File: config.mk
export PLATFORM = sky130hd
export DESIGN_NAME = mrm_round
export DESIGN_NICKNAME = d
export VERILOG_FILES = /design/src/rtl/mrm_pkg.sv /design/src/rtl/mrm_round.sv
export SDC_FILE = /design/constraint.sdc
export NUM_CORES = 1
export LEC_CHECK = 0
export BUFFER_PORTS_ARGS = -buffer_cell sky130_fd_sc_hd__buf_2
export CAP_MARGIN = 10
export CORE_AREA = 2 2 307 309
export CTS_CLUSTER_SIZE = 24
export DETAILED_ROUTE_END_ITERATION = 16
export DIE_AREA = 0 0 309 311
export SLEW_MARGIN = 20
export SYNTH_ARGS = -nofsm -noshare
export SYNTH_HDL_FRONTEND = slang
export SYNTH_SLANG_ARGS = --single-unit
export TNS_END_PERCENT = 10
File: constraint.sdc
create_clock -name i_clk -period 20.7 [get_ports i_clk]
set_input_delay 2.07 -clock i_clk [delete_from_list [all_inputs] [get_ports i_clk]]
set_output_delay 2.07 -clock i_clk [all_outputs]
set_load 0.02 [all_outputs]
File: src/rtl/mrm_pkg.sv
// Shared types and constants for the 4x4 row multiplier.
// Used by the cell, the rounding stage and the top level.
`default_nettype none

package mrm_pkg;

    localparam int unsigned N_DIM     = 4;
    localparam int unsigned WORD_W    = 32;
    localparam int unsigned PROD_W    = 2 * WORD_W;
    localparam int unsigned ACC_W     = PROD_W + 2;
    localparam int unsigned ROW_SEL_W = 2;

    typedef logic [WORD_W-1:0] t_word;
    typedef logic [PROD_W-1:0] t_prod;
    typedef logic [ACC_W-1:0]  t_acc;

    typedef enum logic {
        OP_LOAD = 1'b0,
        OP_MUL  = 1'b1
    } t_op;

    // One request as it moves down the chain of cells
    typedef struct packed {
        t_op                    op;
        logic [ROW_SEL_W-1:0]   row_sel;
        t_word [N_DIM-1:0]      elem;
        t_acc  [N_DIM-1:0]      sum;
        t_prod [N_DIM-1:0]      prod;
    } t_stage;

    localparam t_word SAT_POS = 32'h7FFF_FFFF;
    localparam t_word SAT_NEG = 32'h8000_0000;

endpackage

`default_nettype wire

File: src/rtl/mrm_round.sv
// Last stage: adds the final products, shifts out the fraction, saturates to
// 32 bits and holds the result row. Load requests are dropped here.
// Depends on mrm_pkg.
`default_nettype none

module mrm_round
    import mrm_pkg::*;
#(
    parameter int unsigned FRAC_BITS = 16
) (
    input  logic              i_clk,
    input  logic              i_rst_n,
    input  logic              i_valid,
    input  t_stage            i_stage,
    output logic              o_ready,
    input  logic              i_ready,
    output logic              o_valid,
    output t_word [N_DIM-1:0] o_prod,
    output logic              o_saturated
);

    logic              r_valid;
    t_word [N_DIM-1:0] r_prod;
    logic              r_saturated;
    t_word [N_DIM-1:0] n_prod;
    logic              n_saturated;
    t_acc              w_total [N_DIM];
    t_acc              w_shift [N_DIM];
    logic [N_DIM-1:0]  w_fits;
    logic              w_take;

    assign o_ready = !r_valid || i_ready;
    assign w_take  = i_valid && o_ready && (i_stage.op == OP_MUL);

    always_comb begin
        n_saturated = 1'b0;
        for (int j = 0; j < N_DIM; j++) begin
            w_total[j] = i_stage.sum[j]
                       + {{(ACC_W-PROD_W){i_stage.prod[j][PROD_W-1]}}, i_stage.prod[j]};
            w_shift[j] = ACC_W'($signed(w_total[j]) >>> FRAC_BITS);
            // fits when every bit above the result's sign matches it
            w_fits[j]  = (&w_shift[j][ACC_W-1:WORD_W-1]) || !(|w_shift[j][ACC_W-1:WORD_W-1]);
            if (w_fits[j]) begin
                n_prod[j] = w_shift[j][WORD_W-1:0];
            end else if (w_total[j][ACC_W-1]) begin
                n_prod[j] = SAT_NEG;
            end else begin
                n_prod[j] = SAT_POS;
            end
            n_saturated = n_saturated || !w_fits[j];
        end
    end

    always_ff @(posedge i_clk) begin
        if (!i_rst_n) begin
            r_valid <= 1'b0;
        end else if (o_ready) begin
            r_valid <= i_valid && (i_stage.op == OP_MUL);
        end
    end

    always_ff @(posedge i_clk) begin
        if (w_take) begin
            r_prod      <= n_prod;
            r_saturated <= n_saturated;
        end
    end

    assign o_valid     = r_valid;
    assign o_prod      = r_prod;
    assign o_saturated = r_saturated;

endmodule

`default_nettype wire

==> flow_summary.rst, run 1 <==
.. list-table::
   :header-rows: 1

   * - Metric
     - Value
   * - Worst hold path endpoint
     - o_valid$_SDFFE_PN0N_
   * - Number of non-filler instances in the completed layout
     - between 4000 and 5000
   * - Post-route clock period utilization
     - about a third
   * - Endpoint type of the worst setup path
     - flip-flop
   * - Final max-slew violation count
     - 0
   * - Detail Placement HPWL
     - 85200 um
   * - Vias in the first global route
     - between 20000 and 25000
   * - Clock skew
     - ~0.018 ns
   * - Post-Synth Adder-Cell Area
     - around 15%
   * - Worst min-delay path class
     - reg2reg
   * - Number of core rows
     - 112
   * - DRC violation count after routing
     - 0
   * - Post-Syn Area
     - around 21000 um2
   * - Rel. slew slack
     - approximately 29%
   * - Fraction of power spent switching nets
     - between 40% and 50%
   * - Clock buffer count from CTS
     - 17
   * - Pin count of the biggest net entering global routing
     - 52
   * - Total leakage power
     - 11.19 nW
   * - Iteration-0 DRC Markers
     - approximately 2100
   * - RSZ-0062 raised after global routing
     - no
   * - Count of flip-flops with a built-in enable after synthesis
     - around 130
   * - Die outline height
     - between 300 and 400 um
   * - Insertion delay to the later sink of the worst-skew pair
     - roughly 0.51 ns
   * - FF-to-FF setup slack
     - 18.23 ns
   * - Maxcap violations
     - 0
   * - Combinational family with the most area after synthesis
     - compound AO/OA/AOI/OAI gates
   * - Path depth of the worst reg2reg path
     - 3
   * - Total Routed Length
     - approximately 100000 um
   * - Start point of the critical path
     - i_stage[20]
   * - Type of origin of the critical path
     - input pin
   * - Endpoints failing hold
     - 0
   * - P_int
     - 0.8017 mW
   * - Proportion of synthesized area in mux cells
     - 2.184%
   * - Die Width
     - between 300 and 400 um
   * - Number of instances on the worst hold path
     - 2
   * - Parity-gate share of the synthesized area counting xor and xnor cells
     - around 7.7%
   * - Die Area
     - slightly below 100000 um2
   * - Dominant synthesized flop cell
     - sky130_fd_sc_hd__edfxtp_1
   * - Gate power share
     - between 50% and 60%
   * - Seq pwr share
     - a little under a quarter
   * - GP Congestion
     - 0.9528
   * - Syn Inst Count
     - between 2000 and 3000
   * - Antenna violations before repair
     - 13
   * - Slew @ Worst Pin
     - roughly 1.1 ns
   * - Floorplan core area
     - ~93000 um2
   * - Setup bufs post-CTS
     - 0
   * - Clk pin slew, worst setup/hold paths
     - 0.08 ns
   * - Synth warn
     - 0
   * - Distinct cell type count after synthesis
     - around 110
   * - Worst setup path category
     - in2reg
   * - Worst path arrival time
     - roughly 7.1 ns
   * - Count of filler cells inserted in the layout
     - 10280
   * - Part of the power in the clock network
     - approximately a quarter
   * - Required time at the endpoint of the critical path
     - approximately 21 ns
   * - Number of buffers added on ports
     - 655
   * - Mean post-synth cell area
     - just under 8 um2
   * - Initial core utilization
     - a little under a quarter
   * - Run status
     - finished, final reports clean
   * - Pre-CTS WS
     - 13.51 ns
   * - Startpoint of the worst register-to-register path
     - o_valid$_SDFFE_PN0N_
   * - Worst setup slack after layout
     - approximately 14 ns
   * - P&R area growth vs syn
     - 22.85%
   * - Critical Path Fanout Max
     - 19
   * - Overall global routing resource usage
     - 19.92%
   * - Drt pass-1 iters
     - 5
   * - Overflow left after global routing
     - 0
   * - Final #Nets
     - between 4000 and 5000
   * - Min-Delay Startpoint
     - o_valid$_SDFFE_PN0N_
   * - Fraction of synthesis flops using an asynchronous set or reset pin
     - 0%
   * - Mean number of vias per cell
     - roughly 5.2
   * - Sequential share of the synthesized area
     - 18.27%
   * - Maximum VDD drop
     - between 0.06 and 0.07 mV
   * - Shortest clock period the worst path allows after layout
     - between 6 and 7 ns
   * - Post-synthesis compound-gate area fraction
     - 30.63%
   * - First-pass GRT wire length
     - around 140000 um
   * - Flip-flop and latch count after synthesis
     - 130
   * - Simple-gate area share of the yosys netlist
     - between 20% and 30%
   * - CTS tree
     - done
   * - Total power divided by cell area
     - ~56 nW/um2
   * - Deepest level of the CTS H-tree
     - 4
   * - Top-level I/O count
     - ~790
   * - Number of sinks driven by the clock tree
     - between 100 and 150
   * - Number of vias in the routed layout
     - around 24000
   * - Switching Power
     - around 0.66 mW
   * - Nets in the synthesized netlist
     - ~3700
   * - Count of final setup violators
     - 0
   * - Endpoint of the worst-slack reg-to-reg timing path
     - o_prod[67]$_DFFE_PP_
   * - Area of combinational cells with multiple inputs
     - between 15000 and 20000 um2
   * - Hold Worst Slack
     - between 0.5 and 0.6 ns
   * - Number of antenna-violating nets in the routed design
     - 0
   * - Setup tns final
     - 0 ns
   * - Max Freq
     - ~150 MHz
   * - # resized after CTS
     - 0
   * - Sequential cell area
     - 3894 um2
   * - Maximum root-to-sink buffer count
     - 2
   * - CTS Hold Bufs
     - 0
   * - Fraction of layout cells with a size suffix above 1
     - approximately a quarter
   * - Average detailed-routed wire length per instance
     - ~22 um
   * - CTS Root Cell
     - sky130_fd_sc_hd__clkbuf_16
   * - Cell total after placement
     - about 4600
-- critical path, stage by stage --
cell and delay, ns:
sky130_fd_sc_hd__buf_2 0.10, sky130_fd_sc_hd__ha_1 0.41, sky130_fd_sc_hd__a21oi_1 0.32, sky130_fd_sc_hd__o21ai_0 0.15, sky130_fd_sc_hd__buf_4 0.19, sky130_fd_sc_hd__a21oi_1 0.37, sky130_fd_sc_hd__nor2_1 0.16, sky130_fd_sc_hd__a211oi_1 0.34
sky130_fd_sc_hd__nand2_1 0.21, sky130_fd_sc_hd__a211oi_4 0.74, sky130_fd_sc_hd__and4_1 0.34, sky130_fd_sc_hd__nand4_1 0.10, sky130_fd_sc_hd__nor4_1 0.19, sky130_fd_sc_hd__a31o_2 0.58, sky130_fd_sc_hd__buf_4 0.44, sky130_fd_sc_hd__mux2i_1 0.36
-- per-layer routing --
metal  up-vias  track usage (%)  part of all wire [%]  wire [um]
met3       115            6.777                   9.6       9603
met4        18            6.686                   2.8       2824
met5         -                0                  0.11        109
met1     11280            24.78                    42      42300
met2       958            31.96                    45      44870
li1      11640                -                     -          -
-- power groups by stage --
stage | Clock, mW | Combinational, mW | Sequential (mW)
5_1_grt | 0.366 | 0.844 | 0.339
2_1_floorplan | 0 | 0.480 | 0.372
3_3_place_gp | 0 | 0.765 | 0.343
3_5_place_dp | 0 | 0.762 | 0.343
6_report | 0.346 | 0.775 | 0.338
4_1_cts | 0.360 | 0.767 | 0.338
-- cells in the mapped netlist, drive strengths merged, types with 9 or more instances --
library cell	n	area share, %
a2111oi	9	0.46
a211oi	34	1.3
a21boi	13	0.46
a21o	122	4.3
a21oi	357	8.8
a221oi	12	0.49
a22oi	10	0.35
a31oi	22	0.72
a41oi	10	0.41
and2	36	1.1
and3	24	0.70
and4	22	0.90
buf	50	1.7
clkbuf	78	1.4
edfxtp	129	18
ha	256	15
inv	69	1.2
mux2i	42	2.0
nand2	290	5.1
nand2b	19	0.56
nand3	65	1.5
nand4	107	3.1
nor2	199	3.5
nor2b	19	0.56
nor3	65	1.5
nor4	26	0.86
o211ai	25	0.88
o21a	28	0.99
o21ai	218	5.1
o21bai	48	1.7
o31ai	18	0.68
or2	14	0.41
or3	17	0.55
xnor2	112	4.7
xor2	72	3.0
-- layout make-up --
class | instances | area share, %
inverter | 69 | 0.9891
timing repair buffer | 663 | 12.75
tap | 1254 | 5.992
antenna | 5 | 0.04779
sequential | 130 | 14.87
clock inverter | 13 | 0.6117
clock buffer | 18 | 1.639
multi-input combinational | 2439 | 63.10
-- how the worst max path moves through the flow --
stage                                end  slack, ns  depth (start not counted)
finish               o_prod[2]$_DFFE_PP_      13.91                         16
global placement    o_prod[74]$_DFFE_PP_      13.44                         15
floorplan            o_prod[0]$_DFFE_PP_      12.03                          2
CTS                 o_prod[74]$_DFFE_PP_      14.09                         15
detailed placement  o_prod[74]$_DFFE_PP_      13.51                         15
global route         o_prod[2]$_DFFE_PP_      13.75                         16
-- flip-flops by register name, summed over array words and instances, names as in the netlist --
| name | flops |
|---|---|
| o_prod | 128 |
| o_saturated | 1 |
| o_valid | 1 |
-- layout by cell type, fill, tap and decap left out, drive strengths merged, types with 107 or more instances in the layout --
cell    count
a21o      122
a21oi     357
buf       663
edfxtp    129
ha        256
nand2     290
nand4     107
nor2      199
o21ai     218
xnor2     112
-- logic make-up (layout without fill, tap and decap cells) --
group                    after synthesis  after routing
AO/OA/AOI/OAI                       1015           1015
AND/OR/NAND/NOR                      938            938
adder cells (fa/ha/maj)              256            256
buffers and inverters                197            763
XOR/XNOR                             184            184
flip-flops                           130            130
multiplexers                          46             46
other                                  0              5
-- stage by stage --
stage / util (%) / area [um2] / total power, mW
after floorplan: - / 21310 / 0.8519
after global placement: 27.58 / 25580 / 1.108
after detailed placement: 27.58 / 25580 / 1.105
after CTS: 28.21 / 26170 / 1.466
after global routing: 28.21 / 26170 / 1.549
final: 28.22 / 26180 / 1.458
Note: power is estimated with default switching activity, not from simulation.
==> run 2: changes to the inputs <==
Clock period 20.7 ns to 6.05 ns, I/O delays scaled along.
==> run 2 against run 1 <==
Via count rose by 1.5%. First-iteration DRC count fell by 4.7%. Clock skew grew 0.0073 ns. Register-to-register slack lost 14 ns. Utilization up 0.18 points. Wire length fell by 0.10%.
==> flow_summary.rst, run 2 (same netlist as run 1, synthesis figures left out) <==
.. list-table::
   :header-rows: 1

   * - Metric
     - Value
   * - Run status
     - finished, final reports clean (unchanged)
   * - Vias in the first global route
     - 23810 (was 23330)
   * - DRC violation count after routing
     - 0 (unchanged)
   * - Sequential cell area
     - 3894 um2 (unchanged)
   * - First-pass GRT wire length
     - 145600 um (was 144500 um)
   * - Die outline height
     - 311 um (unchanged)
   * - Mean number of vias per cell
     - 5.288 (was 5.230)
   * - Total Routed Length
     - 99610 um (was 99710 um)
   * - CTS Hold Bufs
     - 0 (unchanged)
   * - Initial core utilization
     - 22.97% (unchanged)
   * - GR Util met2
     - 31.81% (was 31.96%)
   * - Number of sinks driven by the clock tree
     - 130 (unchanged)
   * - Maximum VDD drop
     - 0.1917 mV (was 0.06673 mV)
   * - Post-route clock period utilization
     - 82.75%
   * - Met3 Resource Use GR
     - 6.457% (was 6.777%)
   * - Area of combinational cells with multiple inputs
     - 16520 um2 (unchanged)
   * - Clock buffer count from CTS
     - 17 (unchanged)
   * - Top-level I/O count
     - 786 (unchanged)
   * - Fraction of layout cells with a size suffix above 1
     - 23.66% (was 23.32%)
   * - Insertion delay to the later sink of the worst-skew pair
     - 0.51 ns (about the same)
   * - Endpoint type of the worst setup path
     - flip-flop (unchanged)
   * - CTS Root Cell
     - sky130_fd_sc_hd__clkbuf_16 (unchanged)
   * - GP Congestion
     - 0.9408 (was 0.9528)
   * - Count of final setup violators
     - 0 (unchanged)
   * - Worst setup path category
     - in2reg (unchanged)
   * - Rel. slew slack
     - 29.39% (was 28.58%)
   * - Clock skew
     - 0.02534 ns (was 0.01807 ns)
   * - Maximum root-to-sink buffer count
     - 2 (unchanged)
   * - Type of origin of the critical path
     - input pin (unchanged)
   * - Setup tns final
     - 0 ns (unchanged)
   * - Slew @ Worst Pin
     - 1.045 ns (was 1.057 ns)
   * - Overall global routing resource usage
     - 19.97% (was 19.92%)
   * - Number of flip-flops under the largest register name
     - 128 (unchanged)
   * - Pin count of the biggest net entering global routing
     - 130 (was 52)
   * - Die Width
     - 309 um (unchanged)
   * - Shortest clock period the worst path allows after layout
     - 5.006 ns
   * - Die Area
     - 96100 um2 (unchanged)
   * - Detail Placement HPWL
     - 84170 um (was 85200 um)
   * - Grt met1 use
     - 25.17% (was 24.78%)
   * - Post-route core utilization
     - 28.40% (was 28.22%)
   * - CTS tree
     - done (unchanged)
   * - Final #Nets
     - 4245 (was 4231)
   * - Final max-slew violation count
     - 0 (unchanged)
   * - Max Freq
     - 199.7 MHz
   * - Number of antenna-violating nets in the routed design
     - 0 (unchanged)
   * - Routing layer with the top usage in global route
     - met2 (unchanged)
   * - Worst path arrival time
     - 5.21 ns (was 7.10 ns)
   * - Deepest level of the CTS H-tree
     - 4 (unchanged)
   * - Clk pin slew, worst setup/hold paths
     - 0.08 ns (about the same)
   * - Antenna violations before repair
     - 17 (was 13)
   * - Number of buffers added on ports
     - 655 (unchanged)
   * - Most common library cell in the layout ignoring fill and taps
     - sky130_fd_sc_hd__buf_2 (unchanged)
   * - Drt pass-1 iters
     - 5 (unchanged)
   * - Total leakage power
     - 11.29 nW (was 11.19 nW)
   * - Count of filler cells inserted in the layout
     - 10280 (about the same)
   * - RSZ-0062 raised after global routing
     - no (unchanged)
   * - Overflow left after global routing
     - 0 (unchanged)
   * - Total power divided by cell area
     - 190.2 nW/um2 (was 55.67 nW/um2)
   * - Setup bufs post-CTS
     - 0 (unchanged)
   * - Endpoints failing hold
     - 0 (unchanged)
   * - Critical Path Fanout Max
     - 18 (was 19)
   * - Required time at the endpoint of the critical path
     - 6.26 ns (was 21.01 ns)
   * - Commonest non-fill, non-tap cells in the layout
     - sky130_fd_sc_hd__buf_2 (655), sky130_fd_sc_hd__a21oi_1 (333), sky130_fd_sc_hd__nand2_1 (289), sky130_fd_sc_hd__ha_1 (256), sky130_fd_sc_hd__nor2_1 (198) (unchanged)
   * - Floorplan core area
     - 92770 um2 (unchanged)
   * - # resized after CTS
     - 0 (unchanged)
   * - Worst min-delay path class
     - in2reg (was reg2reg)
   * - Average detailed-routed wire length per instance
     - 21.61 um (was 21.72 um)
   * - P&R area growth vs syn
     - 23.64% (was 22.85%)
   * - Number of core rows
     - 112 (unchanged)
   * - Number of vias in the routed layout
     - 24370 (was 24010)
   * - Maxcap violations
     - 0 (unchanged)
   * - Iteration-0 DRC Markers
     - 2023 (was 2123)
==> run 2: cell types whose count changed in the layout (fill, tap and decap cells not counted), sizes merged <==
cell and change:
buf +14, clkbuf +2, clkinvlp -2, clkinv +1, diode +3
==> run 2: metal layers <==
metal / part of all wire (%) / routed length (um)
met2: 44 / 44280
met1: 43 / 42580
met3: 9.6 / 9605
met4: 3.1 / 3072
met5: 0.074 / 74
==> run 2: stage by stage <==
| step | cells | area [um2] | setup WS (ns) | hold slack (ns) | power, mW |
|---|---|---|---|---|---|
| 6_report | 4609 | 26350 | 1.044 | 0.3395 | 5.012 |
| 3_5_place_dp | 4569 | 25740 | 0.7152 | 0.5497 | 3.805 |
| 5_1_grt | 4607 | 26350 | 0.9006 | 0.2845 | 5.345 |
| 2_1_floorplan | 2766 | 21320 | 1.326 | 0.7481 | 2.911 |
| 3_3_place_gp | 4569 | 25740 | 0.7215 | 0.5392 | 3.812 |
| 4_1_cts | 4601 | 26330 | 1.253 | 0.2712 | 5.050 |
==> run 2: worst paths after layout <==
kind                   startpoint                    to  slack [ns]  depth (start not counted)
max                  i_stage[272]  o_prod[27]$_DFFE_PP_        1.04                         16
max reg2reg  o_valid$_SDFFE_PN0N_  o_prod[70]$_DFFE_PP_        4.25                          3
min reg2reg  o_valid$_SDFFE_PN0N_  o_valid$_SDFFE_PN0N_        0.55                          2
min                       i_rst_n  o_valid$_SDFFE_PN0N_        0.34                          2
==> run 2: worst max-delay path: stages <==
cell and delay (ns):
sky130_fd_sc_hd__buf_2 0.12, sky130_fd_sc_hd__ha_1 0.49, sky130_fd_sc_hd__nand3_1 0.14, sky130_fd_sc_hd__nor4_1 0.48, sky130_fd_sc_hd__o2111ai_1 0.23, sky130_fd_sc_hd__nand3_1 0.24
sky130_fd_sc_hd__a21oi_1 0.19, sky130_fd_sc_hd__o21ai_1 0.42, sky130_fd_sc_hd__a41oi_1 0.26, sky130_fd_sc_hd__o21ai_1 0.33, sky130_fd_sc_hd__a41o_1 0.23, sky130_fd_sc_hd__xor2_1 0.08
sky130_fd_sc_hd__nor4b_1 0.31, sky130_fd_sc_hd__a31o_2 0.66, sky130_fd_sc_hd__buf_4 0.33, sky130_fd_sc_hd__mux2i_1 0.11
==> run 2: where the power goes <==
part | internal (mW) | total [mW] | leakage [nW] | switching, mW
registers | 1.13 | 1.15 | 1.21 | 0.0261
clock network | 0.650 | 1.18 | 0.289 | 0.528
logic | 0.988 | 2.68 | 9.78 | 1.69
==> run 2: layout make-up <==
cell class              count  area share, %
repair buffers            677          13.26
multi-input cells        2439          62.70
inverters                  69         0.9829
clock buffers              20          1.657
well taps                1254          5.954
diodes                      8        0.07597
clock inverters            12         0.5935
flip-flops and latches    130          14.78
